### src/hdl/shd_pkg.sv
package shd_pkg;

  localparam int MAX_POLYS_DEF      = 8;
  localparam int SECTION_SIZE_DEF   = 32;
  localparam int MAX_HINT_LIMIT_DEF = 176;

  localparam int SECS_PER_POLY = 8;

  // Configuration register map: register index is byte address bit 2.
  localparam int CFG_AW = 3;
  localparam logic CFG_IDX_NUM_POLYS = 1'b0;
  localparam logic CFG_IDX_MAX_HINTS = 1'b1;

  localparam logic [3:0] NUM_POLYS_RST = 4'd4;
  localparam logic [7:0] MAX_HINTS_RST = 8'd80;

  typedef struct packed {
    logic [3:0] num_polys;
    logic [7:0] max_hints;
  } cfg_t;

  // One position check request to the shared position unit.
  typedef struct packed {
    logic [5:0]        pos;
    logic              left_zero;
    logic signed [6:0] prev;
    logic [2:0]        sec_lo;
  } pos_req_t;

  typedef struct packed {
    logic       bad;
    logic [7:0] coeff;
  } pos_res_t;

endpackage

### src/hdl/shd_stream_if.sv
interface shd_in_if;
  logic       valid;
  logic       ready;
  logic [7:0] hint_byte;
  logic       last_byte;

  modport source (output valid, output hint_byte, output last_byte, input ready);
  modport sink (input valid, input hint_byte, input last_byte, output ready);
endinterface

interface shd_out_if;
  logic       valid;
  logic       ready;
  logic [2:0] poly_index;
  logic [7:0] coeff_index;
  logic       is_verdict;
  logic       verdict;
  logic       run_end;

  modport source (output valid, output poly_index, output coeff_index, output is_verdict,
                  output verdict, output run_end, input ready);
  modport sink (input valid, input poly_index, input coeff_index, input is_verdict,
                input verdict, input run_end, output ready);
endinterface

### src/hdl/shd_ctrl.sv
module shd_ctrl #(
  parameter int MAX_POLYS      = shd_pkg::MAX_POLYS_DEF,
  parameter int MAX_HINT_LIMIT = shd_pkg::MAX_HINT_LIMIT_DEF,
  localparam int RAM_AW = $clog2(MAX_POLYS * shd_pkg::SECS_PER_POLY / 2)
) (
  input  logic              clk,
  input  logic              rst_n,
  input  shd_pkg::cfg_t     cfg,
  shd_in_if.sink            in_ch,
  shd_out_if.source         out_ch,
  output logic              ram_we,
  output logic [RAM_AW-1:0] ram_waddr,
  output logic [7:0]        ram_wdata,
  output logic [RAM_AW-1:0] ram_raddr,
  input  logic [7:0]        ram_rdata,
  output shd_pkg::pos_req_t pos_req,
  input  shd_pkg::pos_res_t pos_res
);

  import shd_pkg::*;

  localparam int NUM_SECS = MAX_POLYS * SECS_PER_POLY;
  localparam int SEC_W    = $clog2(NUM_SECS + 1);
  localparam int SUM_W    = $clog2(15 * NUM_SECS + 1);
  localparam int CMP_W    = (SUM_W > 8) ? SUM_W : 8;

  localparam logic [3:0] NP_MAX  = 4'(MAX_POLYS);
  localparam logic [7:0] LIM_MAX = 8'(MAX_HINT_LIMIT);

  typedef enum logic [3:0] {
    PH_HEADER    = 4'b0001,
    PH_COUNTS    = 4'b0010,
    PH_POSITIONS = 4'b0100,
    PH_DONE      = 4'b1000
  } phase_t;

  typedef enum logic [6:0] {
    ST_IDLE  = 7'b0000001,
    ST_WORK  = 7'b0000010,
    ST_RD    = 7'b0000100,
    ST_RDW   = 7'b0001000,
    ST_POS   = 7'b0010000,
    ST_FLUSH = 7'b0100000,
    ST_VERD  = 7'b1000000
  } state_t;

  state_t            state_r, state_nxt;
  phase_t            phase_r, phase_nxt;
  logic [SEC_W-1:0]  used_r, used_nxt;
  logic [SUM_W-1:0]  sum_r, sum_nxt;
  logic [13:0]       bitbuf_r, bitbuf_nxt;
  logic [3:0]        held_r, held_nxt;
  logic [SEC_W-1:0]  cs_r, cs_nxt;
  logic [3:0]        left_r, left_nxt;
  logic signed [6:0] prev_r, prev_nxt;
  logic [SUM_W-1:0]  pl_r, pl_nxt;
  logic              err_r, err_nxt;
  logic              pend_vld_r, pend_vld_nxt;
  logic              out_vld_r, out_vld_nxt;

  logic [7:0] byte_r, byte_nxt;
  logic       last_r, last_nxt;
  logic [2:0] pend_poly_r, pend_poly_nxt;
  logic [7:0] pend_coeff_r, pend_coeff_nxt;
  logic [2:0] out_poly_r;
  logic [7:0] out_coeff_r;
  logic       out_isv_r;
  logic       out_verd_r;
  logic       out_end_r;

  logic       push;
  logic [2:0] push_poly;
  logic [7:0] push_coeff;
  logic       push_isv;
  logic       push_verd;
  logic       push_end;
  logic       out_free;
  logic [3:0] np;
  logic [7:0] lim;

  assign out_free = !out_vld_r || out_ch.ready;
  assign np       = (cfg.num_polys > NP_MAX) ? NP_MAX : cfg.num_polys;
  assign lim      = (cfg.max_hints > LIM_MAX) ? LIM_MAX : cfg.max_hints;

  assign pos_req.pos       = bitbuf_r[5:0];
  assign pos_req.left_zero = (left_r == 4'd0);
  assign pos_req.prev      = prev_r;
  assign pos_req.sec_lo    = cs_r[2:0];

  assign ram_waddr = cs_r[RAM_AW:1];
  assign ram_raddr = cs_r[RAM_AW:1];
  assign ram_wdata = byte_r;

  assign in_ch.ready        = (state_r == ST_IDLE);
  assign out_ch.valid       = out_vld_r;
  assign out_ch.poly_index  = out_poly_r;
  assign out_ch.coeff_index = out_coeff_r;
  assign out_ch.is_verdict  = out_isv_r;
  assign out_ch.verdict     = out_verd_r;
  assign out_ch.run_end     = out_end_r;

  always_comb begin
    logic [3:0]       lo;
    logic [3:0]       hi;
    logic [SEC_W-1:0] cs1;
    logic [SEC_W-1:0] cs2;
    logic [SUM_W-1:0] sum1;
    logic [SUM_W-1:0] sum2;
    logic [SUM_W-1:0] fsum;
    logic             fin;
    logic             cerr;
    logic             go;

    state_nxt      = state_r;
    phase_nxt      = phase_r;
    used_nxt       = used_r;
    sum_nxt        = sum_r;
    bitbuf_nxt     = bitbuf_r;
    held_nxt       = held_r;
    cs_nxt         = cs_r;
    left_nxt       = left_r;
    prev_nxt       = prev_r;
    pl_nxt         = pl_r;
    err_nxt        = err_r;
    pend_vld_nxt   = pend_vld_r;
    byte_nxt       = byte_r;
    last_nxt       = last_r;
    pend_poly_nxt  = pend_poly_r;
    pend_coeff_nxt = pend_coeff_r;
    ram_we         = 1'b0;
    push           = 1'b0;
    push_poly      = pend_poly_r;
    push_coeff     = pend_coeff_r;
    push_isv       = 1'b0;
    push_verd      = 1'b0;
    push_end       = 1'b0;

    lo   = byte_r[3:0];
    hi   = byte_r[7:4];
    cs1  = cs_r + SEC_W'(1);
    cs2  = cs_r + SEC_W'(2);
    sum1 = sum_r + SUM_W'(lo);
    sum2 = sum1 + SUM_W'(hi);
    if (cs1 >= used_r) begin
      fin  = 1'b1;
      cerr = (lo == 4'd0) || (hi != 4'd0);
      fsum = sum1;
    end else begin
      fin  = (cs2 >= used_r);
      cerr = fin && (hi == 4'd0);
      fsum = sum2;
    end
    go = (held_r >= 4'd6) && (pl_r != '0) && !err_r;

    unique case (state_r)
      ST_IDLE: begin
        if (in_ch.valid) begin
          byte_nxt  = in_ch.hint_byte;
          last_nxt  = in_ch.last_byte;
          state_nxt = ST_WORK;
        end
      end
      ST_WORK: begin
        state_nxt = ST_FLUSH;
        if (err_r) begin
          phase_nxt = PH_DONE;
        end else begin
          unique case (phase_r)
            PH_HEADER: begin
              if (byte_r > {1'b0, np, 3'b000}) begin
                err_nxt   = 1'b1;
                phase_nxt = PH_DONE;
              end else begin
                used_nxt  = SEC_W'(byte_r);
                sum_nxt   = '0;
                cs_nxt    = '0;
                phase_nxt = (byte_r != 8'd0) ? PH_COUNTS : PH_DONE;
              end
            end
            PH_COUNTS: begin
              // Store both nibbles as one row; a nibble past the last section is never read.
              ram_we  = 1'b1;
              sum_nxt = fsum;
              cs_nxt  = (cs1 >= used_r) ? cs1 : cs2;
              if (fin) begin
                if (cerr || (CMP_W'(fsum) > CMP_W'(lim))) begin
                  err_nxt   = 1'b1;
                  phase_nxt = PH_DONE;
                end else begin
                  pl_nxt     = fsum;
                  cs_nxt     = '0;
                  prev_nxt   = -7'sd1;
                  bitbuf_nxt = '0;
                  held_nxt   = '0;
                  if (fsum != '0) begin
                    phase_nxt = PH_POSITIONS;
                    state_nxt = ST_RD;
                  end else begin
                    phase_nxt = PH_DONE;
                  end
                end
              end
            end
            PH_POSITIONS: begin
              bitbuf_nxt = bitbuf_r | (14'(byte_r) << held_r);
              held_nxt   = held_r + 4'd8;
              state_nxt  = ST_POS;
            end
            PH_DONE: begin
              err_nxt = 1'b1;
            end
            default: ;
          endcase
        end
      end
      ST_RD: begin
        state_nxt = ST_RDW;
      end
      ST_RDW: begin
        left_nxt  = cs_r[0] ? ram_rdata[7:4] : ram_rdata[3:0];
        prev_nxt  = -7'sd1;
        state_nxt = ST_POS;
      end
      ST_POS: begin
        if (go) begin
          if ((left_r == 4'd0) && (cs1 < used_r)) begin
            cs_nxt    = cs1;
            state_nxt = ST_RD;
          end else if (pos_res.bad) begin
            err_nxt   = 1'b1;
            phase_nxt = PH_DONE;
            state_nxt = ST_FLUSH;
          end else if (!pend_vld_r || out_free) begin
            push           = pend_vld_r;
            pend_vld_nxt   = 1'b1;
            pend_poly_nxt  = 3'(cs_r >> 3);
            pend_coeff_nxt = pos_res.coeff;
            bitbuf_nxt     = bitbuf_r >> 6;
            held_nxt       = held_r - 4'd6;
            pl_nxt         = pl_r - SUM_W'(1);
            prev_nxt       = $signed({1'b0, bitbuf_r[5:0]});
            left_nxt       = left_r - 4'd1;
          end
        end else begin
          if ((phase_r == PH_POSITIONS) && (pl_r == '0)) begin
            err_nxt   = err_r || (bitbuf_r != '0);
            phase_nxt = PH_DONE;
          end
          state_nxt = ST_FLUSH;
        end
      end
      ST_FLUSH: begin
        if (pend_vld_r) begin
          if (out_free) begin
            push         = 1'b1;
            push_end     = !last_r;
            pend_vld_nxt = 1'b0;
          end
        end else begin
          state_nxt = last_r ? ST_VERD : ST_IDLE;
        end
      end
      ST_VERD: begin
        if (out_free) begin
          push       = 1'b1;
          push_poly  = 3'd0;
          push_coeff = 8'd0;
          push_isv   = 1'b1;
          push_verd  = err_r || (phase_r != PH_DONE);
          push_end   = 1'b1;
          phase_nxt  = PH_HEADER;
          used_nxt   = '0;
          sum_nxt    = '0;
          bitbuf_nxt = '0;
          held_nxt   = '0;
          cs_nxt     = '0;
          left_nxt   = '0;
          prev_nxt   = -7'sd1;
          pl_nxt     = '0;
          err_nxt    = 1'b0;
          state_nxt  = ST_IDLE;
        end
      end
      default: state_nxt = ST_IDLE;
    endcase
  end

  assign out_vld_nxt = push ? 1'b1 : (out_ch.ready ? 1'b0 : out_vld_r);

  always_ff @(posedge clk) begin
    if (!rst_n) begin
      state_r    <= ST_IDLE;
      phase_r    <= PH_HEADER;
      used_r     <= '0;
      sum_r      <= '0;
      bitbuf_r   <= '0;
      held_r     <= '0;
      cs_r       <= '0;
      left_r     <= '0;
      prev_r     <= -7'sd1;
      pl_r       <= '0;
      err_r      <= 1'b0;
      pend_vld_r <= 1'b0;
      out_vld_r  <= 1'b0;
    end else begin
      state_r    <= state_nxt;
      phase_r    <= phase_nxt;
      used_r     <= used_nxt;
      sum_r      <= sum_nxt;
      bitbuf_r   <= bitbuf_nxt;
      held_r     <= held_nxt;
      cs_r       <= cs_nxt;
      left_r     <= left_nxt;
      prev_r     <= prev_nxt;
      pl_r       <= pl_nxt;
      err_r      <= err_nxt;
      pend_vld_r <= pend_vld_nxt;
      out_vld_r  <= out_vld_nxt;
    end
  end

  always_ff @(posedge clk) begin
    byte_r       <= byte_nxt;
    last_r       <= last_nxt;
    pend_poly_r  <= pend_poly_nxt;
    pend_coeff_r <= pend_coeff_nxt;
    if (push) begin
      out_poly_r  <= push_poly;
      out_coeff_r <= push_coeff;
      out_isv_r   <= push_isv;
      out_verd_r  <= push_verd;
      out_end_r   <= push_end;
    end
  end

endmodule

### src/flat_wrapper.sv
// flat-port wrapper written by rule: the top's interface ports become plain ports
module shd_ctrl_flat import shd_pkg::*;
#(
  parameter int MAX_POLYS      = shd_pkg::MAX_POLYS_DEF,
  parameter int MAX_HINT_LIMIT = shd_pkg::MAX_HINT_LIMIT_DEF,
  localparam int RAM_AW = $clog2(MAX_POLYS * shd_pkg::SECS_PER_POLY / 2)
)
  (clk, rst_n, cfg, ram_we, ram_waddr, ram_wdata, ram_raddr, ram_rdata, pos_req, pos_res, in_ch_valid, in_ch_hint_byte, in_ch_last_byte, in_ch_ready, out_ch_valid, out_ch_poly_index, out_ch_coeff_index, out_ch_is_verdict, out_ch_verdict, out_ch_run_end, out_ch_ready);
  shd_in_if in_ch_i ();
  shd_out_if out_ch_i ();
  input  logic clk;
  input  logic rst_n;
  input  shd_pkg::cfg_t cfg;
  output logic ram_we;
  output logic [RAM_AW-1:0] ram_waddr;
  output logic [7:0] ram_wdata;
  output logic [RAM_AW-1:0] ram_raddr;
  input  logic [7:0] ram_rdata;
  output shd_pkg::pos_req_t pos_req;
  input  shd_pkg::pos_res_t pos_res;
  input wire logic [$bits(in_ch_i.valid)-1:0] in_ch_valid;
  input wire logic [$bits(in_ch_i.hint_byte)-1:0] in_ch_hint_byte;
  input wire logic [$bits(in_ch_i.last_byte)-1:0] in_ch_last_byte;
  output wire logic [$bits(in_ch_i.ready)-1:0] in_ch_ready;
  output wire logic [$bits(out_ch_i.valid)-1:0] out_ch_valid;
  output wire logic [$bits(out_ch_i.poly_index)-1:0] out_ch_poly_index;
  output wire logic [$bits(out_ch_i.coeff_index)-1:0] out_ch_coeff_index;
  output wire logic [$bits(out_ch_i.is_verdict)-1:0] out_ch_is_verdict;
  output wire logic [$bits(out_ch_i.verdict)-1:0] out_ch_verdict;
  output wire logic [$bits(out_ch_i.run_end)-1:0] out_ch_run_end;
  input wire logic [$bits(out_ch_i.ready)-1:0] out_ch_ready;
  assign in_ch_i.valid = in_ch_valid;
  assign in_ch_i.hint_byte = in_ch_hint_byte;
  assign in_ch_i.last_byte = in_ch_last_byte;
  assign in_ch_ready = in_ch_i.ready;
  assign out_ch_valid = out_ch_i.valid;
  assign out_ch_poly_index = out_ch_i.poly_index;
  assign out_ch_coeff_index = out_ch_i.coeff_index;
  assign out_ch_is_verdict = out_ch_i.is_verdict;
  assign out_ch_verdict = out_ch_i.verdict;
  assign out_ch_run_end = out_ch_i.run_end;
  assign out_ch_i.ready = out_ch_ready;
  shd_ctrl #(.MAX_POLYS(MAX_POLYS), .MAX_HINT_LIMIT(MAX_HINT_LIMIT)) u_core (.clk(clk), .rst_n(rst_n), .cfg(cfg), .in_ch(in_ch_i), .out_ch(out_ch_i), .ram_we(ram_we), .ram_waddr(ram_waddr), .ram_wdata(ram_wdata), .ram_raddr(ram_raddr), .ram_rdata(ram_rdata), .pos_req(pos_req), .pos_res(pos_res));
endmodule
### config.mk
export PLATFORM = sky130hd
export DESIGN_NAME = shd_ctrl_flat
export DESIGN_NICKNAME = d
export VERILOG_FILES = /design/src/hdl/shd_pkg.sv /design/src/hdl/shd_stream_if.sv /design/src/hdl/shd_ctrl.sv /design/src/flat_wrapper.sv
export SDC_FILE = /design/constraint.sdc
export NUM_CORES = 1
export LEC_CHECK = 0
export BUFFER_PORTS_ARGS = -buffer_cell sky130_fd_sc_hd__buf_4
export CAP_MARGIN = 20
export CORE_MARGIN = 2
export CORE_UTILIZATION = 25
export CTS_BUF_LIST = sky130_fd_sc_hd__clkbuf_8
export DETAILED_ROUTE_END_ITERATION = 7
export MAX_ROUTING_LAYER = met4
export PLACE_DENSITY = 0.51
export SLEW_MARGIN = 20
export SYNTH_ARGS = -nofsm -noshare
export SYNTH_HDL_FRONTEND = slang
export SYNTH_SLANG_ARGS = --single-unit
### constraint.sdc
create_clock -name clk -period 5.1 [get_ports clk]
set_input_delay 0.51 -clock clk [delete_from_list [all_inputs] [get_ports clk]]
set_output_delay 0.51 -clock clk [all_outputs]
set_load 0.02 [all_outputs]
# == Yosys cells after proc, flatten, opt, wreduce, memory -nomap -nowiden ==
# Index checks and enable logic that the tools add are counted.
# word_totals
register_bits,111
input_bits,42
wordCells,255
# classes
addsub,8
magnitude_cmp,8
eq_ne,37
n_shift,1
n_mux,132
bitwise_logic,3
n_reduce_logical,44
# ops
op,n
7-bit 2-to-1 mux,30
10-bit 2-to-1 mux,12
14-bit 2-to-1 mux,8
4-bit 2-to-1 mux,25
7-bit case mux with 7 select lines,1
14-bit case mux with 3 select lines,1
7-bit case mux with 2 select lines,3
10-bit case mux with 2 select lines,2
4-bit case mux with 3 select lines,3
1-bit 2-to-1 mux,30
10-bit case mux with 3 select lines,1
10-bit AND reduction,3
14-bit case mux with 2 select lines,1
7-bit case mux with 4 select lines,1
5-bit AND reduction,5
8-bit 2-to-1 mux,3
7-bit case mux with 3 select lines,1
10-bit by 4-bit adder with 10-bit output,2
10-bit nonzero test,2
"2-bit != test, second input constant",8
4-bit case mux with 2 select lines,2
7-bit greater-or-equal comparator,2
14-bit OR,1
7-bit AND reduction,2
48 further kinds,84

# == Longest topological paths before layout ==
# logic_depth
ltp_word,10
depth_mapped,22
ltp_nobuf,20

# == Least setup slack after synthesis ==
# Ideal clock, no wire load.
# synth_timing
kind,register -> register
from,"register u_core.byte_r[0], in the netlist u_core.ram_wdata[0]"
to,register u_core.bitbuf_r[12]
setup_ns,0.132
arrival_ns,4.445
required_time_ns,4.968
path_slack_ns,0.523
stages_incl_launch_ff,20
n_path_buf,1
synth_period_minus_slack_ns,4.577
cell_sequence,edfxtp_1 -> ha_1 -> fa_1 -> inv_1 -> fa_1 -> nor2b_1 -> a221oi_1 -> a211oi_1 -> o21ai_0 -> nand2_1 -> xor2_1 -> ha_1 -> nand3_1 -> o22a_1 -> o31ai_1 -> maj3_2 -> a311o_2 -> buf_2 -> a31oi_1 -> nor3_1
# synth_via
elab_chain_len,7
# synth_lines
element,line,source
from (decl),shd_ctrl.sv:61,"logic [7:0] byte_r, byte_nxt;"
from (signal assigned),shd_ctrl.sv:323,byte_r <= byte_nxt;
10-bit by 4-bit adder with 10-bit output,shd_ctrl.sv:142,sum1 = sum_r + SUM_W'(lo);
10-bit by 4-bit adder with 10-bit output,shd_ctrl.sv:143,sum2 = sum1 + SUM_W'(hi);
10-bit 2-to-1 mux,shd_ctrl.sv:144,if (cs1 >= used_r) begin
10-bit by 8-bit > comparator with 1-bit output,shd_ctrl.sv:186,if (cerr || (CMP_W'(fsum) > CMP_W'(lim))) begin
1-bit logical OR,shd_ctrl.sv:186,
3-bit != test (no source line),--,
10-bit AND reduction (no source line),--,
to (signal assigned),shd_ctrl.sv:310,bitbuf_r <= bitbuf_nxt;
to (decl),shd_ctrl.sv:51,"logic [13:0] bitbuf_r, bitbuf_nxt;"
# Several ways; a longest one is shown, not always the timed one. The select of a mux whose other input is x is not followed.
# A chain may end at the register's enable or synchronous reset.

# == Worst setup path in the final report ==
# layout_timing
from,"register u_core.byte_r[0], in the netlist u_core.ram_wdata[0]"
to,register u_core.cs_r[0]
# layout_via
elab_chain_len,10
# layout_lines
element,line,source
10-bit by 4-bit adder with 10-bit output,shd_ctrl.sv:142,
10-bit by 4-bit adder with 10-bit output,shd_ctrl.sv:143,
10-bit 2-to-1 mux,shd_ctrl.sv:144,
10-bit by 8-bit > comparator with 1-bit output,shd_ctrl.sv:186,
1-bit logical OR,shd_ctrl.sv:186,
7-bit 2-to-1 mux,shd_ctrl.sv:186,
7-bit 2-to-1 mux,shd_ctrl.sv:185,if (fin) begin
7-bit case mux with 2 select lines,shd_ctrl.sv:168,unique case (phase_r)
7-bit 2-to-1 mux,shd_ctrl.sv:165,if (err_r) begin
7-bit case mux with 3 select lines,shd_ctrl.sv:155,unique case (state_r)
to (signal assigned),shd_ctrl.sv:312,cs_r <= cs_nxt;
to (decl),shd_ctrl.sv:53,"logic [SEC_W-1:0] cs_r, cs_nxt;"
# Several ways; a longest one is shown, not always the timed one. The select of a mux whose other input is x is not followed.

==> results by group <==
Worst setup path
  – R2R depth: 19
  – Data required, critical path: 5.38 ns
  – Register-to-register setup slack: 0.33 ns
  – Startpoint types: flip-flop
  – RR Startpoint: u_core.ram_wdata[0]
  – Critical path type: reg2reg
  – Worst Path Max Fanout: 7
  – Worst reg2reg endpoint: u_core.cs_r[0]
  – CP arrival: 5.06 ns
  – Worst setup EP type: flip-flop

Flow run
  – Maxcap violations: 0

Timing
  – Final TNS setup: 0 ns
  – Final hold slack: 0.263 ns
  – Tcrit/Tclk final: 93.6%
  – Final min period: 4.77 ns
  – Fmax: 209 MHz
  – Rel. slew slack: 40.2%
  – Final setup viols: 0
  – Final hold viol count: 0
  – Final Max Tran Viols: 0
  – Clk_skew: 0.0211 ns
  – RSZ-0062 raised after global routing: no
  – Worst-margin pin slew: 0.891 ns

Pwr
  – Sequential share of power: 41.2%
  – P_sw: 934 uW
  – Sw Ratio: 38.7%
  – Worst vdd ir: 0.153 mV
  – Comb pwr share: 35.2%
  – Clk network pwr share: 23.6%
  – Pwr dens: 289 nW/um2
  – Leakage: 3.13 nW
  – Tot Pwr: 2.42 mW
  – Int Pwr: 1.48 mW

Drt
  – ANT nets after route: 0
  – Avg WL per Cell: 16.7 um
  – DR vias: 6,274
  – DRT iter0 DRCs: 511
  – # DRC: 0
  – Drt total wl: 21.2 mm
  – DR pass1 iterations: 5
  – Via-per-instance ratio: 4.95

Floorplanning
  – I/O Pins: 94
  – Die ar.: 29,200 um2
  – Num rows: 61
  – Die Span X: 171 um
  – Die height: 171 um
  – Starting Density: 25.2%
  – CORE AREA: 27,600 um2

Layout
  – Layout cell share with drive strength beyond 1: 20.3%
  – Fin util: 30.3%
  – Nets: 967
  – Area grow syn2layout: 20.3%
  – Fin area: 8360 um2

Synthesis
  – Avg Cell Area, Syn: 8.70 um2
  – Post-synth ARST share: 0%
  – Synth area leaders: dfxtp_1 (22%), edfxtp_1 (15%), ha_1 (7.2%)
  – Sequential fraction of the synthesis area: 36.6%
  – Cell accounting for the most synthesized area: dfxtp_1
  – Synth top area share: 21.9%
  – Top FF cell, synth: dfxtp_1
  – Syn nets: 883
  – Cells after synthesis: 799
  – Number of flops mapped to enable cells by yosys: 34
  – Synth warnings: 0
  – Yosys reg bits: 110
  – Yosys cell types: 83
  – Synthesized cell area: 6950 um2
  – Top-count cell post-synth: dfxtp_1
  – Most instantiated cells after synthesis: dfxtp_1 (76), nor2_1 (70), a21oi_1 (64), nand2_1 (64), o21ai_0 (43)

Global route
  – Tot GR Track Use: 15.1%
  – Initial antenna violation count: 0
  – Number of global-route vias before repair: 6,066
  – Grt ovf: 0
  – First-pass GRT wire length: 33.7 mm
  – Largest net degree at the start of global routing: 36

Min path
  – Worst hold start: pos_res[2]
  – Hold Crit Depth: 1
  – Worst min path class: in2reg
  – Hold Path End: u_core.pend_coeff_r[2]

Clock network
  – Clock Path Buffers: 2
  – Reg clk slew, reported paths: 0.13 ns
  – Root Driver: clkbuf_8
  – Total CTS buffers: 9
  – CTS tree: done
  – Skew-Pair Late Insertion Delay: 0.41 ns
  – CTS Hold Bufs: 0
  – H-tree Lvls: 3
  – CTS sink cnt: 110

Placement
  – Detail Placement HPWL: 15.8 mm
  – GPL Wtd Cong: 0.864
  – Cell Area, Placed: 8080 um2
  – Port Buffer Count: 93

Run status
  – Status: completed
## timing repair
action / CTS / global route
endpoints found under the setup margin: 8 / 43
pin swaps: 0 / 3
gates resized for setup: 2 / 8
setup buffers: 0 / 2
## cell usage in the layout (no fill, tap or decap), types with 10 or more instances in the layout
cell type,instances
a211oi_1,13
a21oi_1,64
a22oi_1,16
a311oi_1,10
a31oi_1,19
buf_4,128
dfxtp_1,75
edfxtp_1,34
ha_1,40
inv_1,32
mux2i_1,11
nand2_1,64
nand3_1,22
nor2_1,68
nor2b_1,23
nor3_1,24
nor4_1,11
o21ai_0,43
xnor2_1,11
xor2_1,15
## metal layers
metal / vias up / global-route usage [%] / share of wire, %
met2: 173 / 23.1 / 45
met1: 2958 / 20.7 / 49
met5: - / - / 0
met4: 0 / 4.42 / 1.6
li1: 3124 / - / -
met3: 19 / 2.20 / 4.7
## metrics by stage
step	cells	setup slack (ns)
2_1_floorplan	799	0.523
3_3_place_gp	1248	0.0313
3_5_place_dp	1248	-0.0124
4_1_cts	1264	0.0477
5_1_grt	1266	0.00199
6_report	1267	0.326
## how the worst max path moves through the flow
stage / slack, ns / from / cells past startpoint / end
global route: 0.002 / u_core.ram_wdata[1] / 20 / u_core.cs_r[0]
detailed placement: -0.01 / u_core.ram_wdata[1] / 17 / u_core.pl_r[0]
floorplan: 0.52 / u_core.ram_wdata[0] / 19 / u_core.bitbuf_r[12]
global placement: 0.03 / u_core.ram_wdata[1] / 18 / u_core.pl_r[0]
CTS: 0.05 / u_core.ram_wdata[1] / 18 / u_core.prev_r[3]
finish: 0.33 / u_core.ram_wdata[0] / 19 / u_core.cs_r[0]
## sequential cells by signal, indices dropped and copies added, names as in the netlist, 8 cells and up
register	flops
u_core.bitbuf_r	14
u_core.out_ch.coeff_index	8
u_core.pend_coeff_r	8
u_core.pl_r	10
u_core.ram_wdata	8
u_core.sum_r	10
## worst max-delay path: stages (launching register included)
cell and delay, ns:
edfxtp_1 0.41, ha_1 0.28, fa_1 0.61, inv_1 0.08, fa_1 0.44, nor2b_1 0.16, a221oi_2 0.10, a211oi_2 0.26
o21ai_0 0.14, nand2_1 0.09, xor2_1 0.27, ha_1 0.30, nand3_1 0.08, o22a_1 0.12, o31ai_1 0.08, maj3_2 0.37
buf_4 0.18, a41oi_4 0.33, a21oi_1 0.11, a311oi_1 0.27
## layout make-up
cell class / instances / area, um2
well taps: 378 / 473
clock buffers: 9 / 124
fillers: 2940 / 19200
inverters: 33 / 124
flip-flops and latches: 110 / 2540
diodes: 1 / 2.50
clock inverters: 7 / 88.8
multi-input cells: 601 / 4050
repair buffers: 128 / 961
## cells by family (layout without fill, tap and decap cells)
kind of cell	count (synthesis)	in the layout	share of synthesized area, %
AOI/OAI and AO/OA	241	241	23.4
xor gates and xnor gates	27	27	3.51
adders and majority gates	43	43	7.94
buffers and inverters	88	177	6.08
DFF	110	110	36.6
muxes	14	14	2.07
other	0	1	0
and+or+nand+nor	276	276	20.4
## power by group through the flow
stage / combinational, mW / sequential (mW) / clock, mW
after floorplan: 0.534 / 1.01 / 0
after global placement: 0.815 / 1.01 / 0
after detailed placement: 0.814 / 1.01 / 0
after CTS: 0.821 / 0.994 / 0.594
after global routing: 0.936 / 1.00 / 0.628
final: 0.851 / 0.995 / 0.570
(Power assumes the default switching activity.)
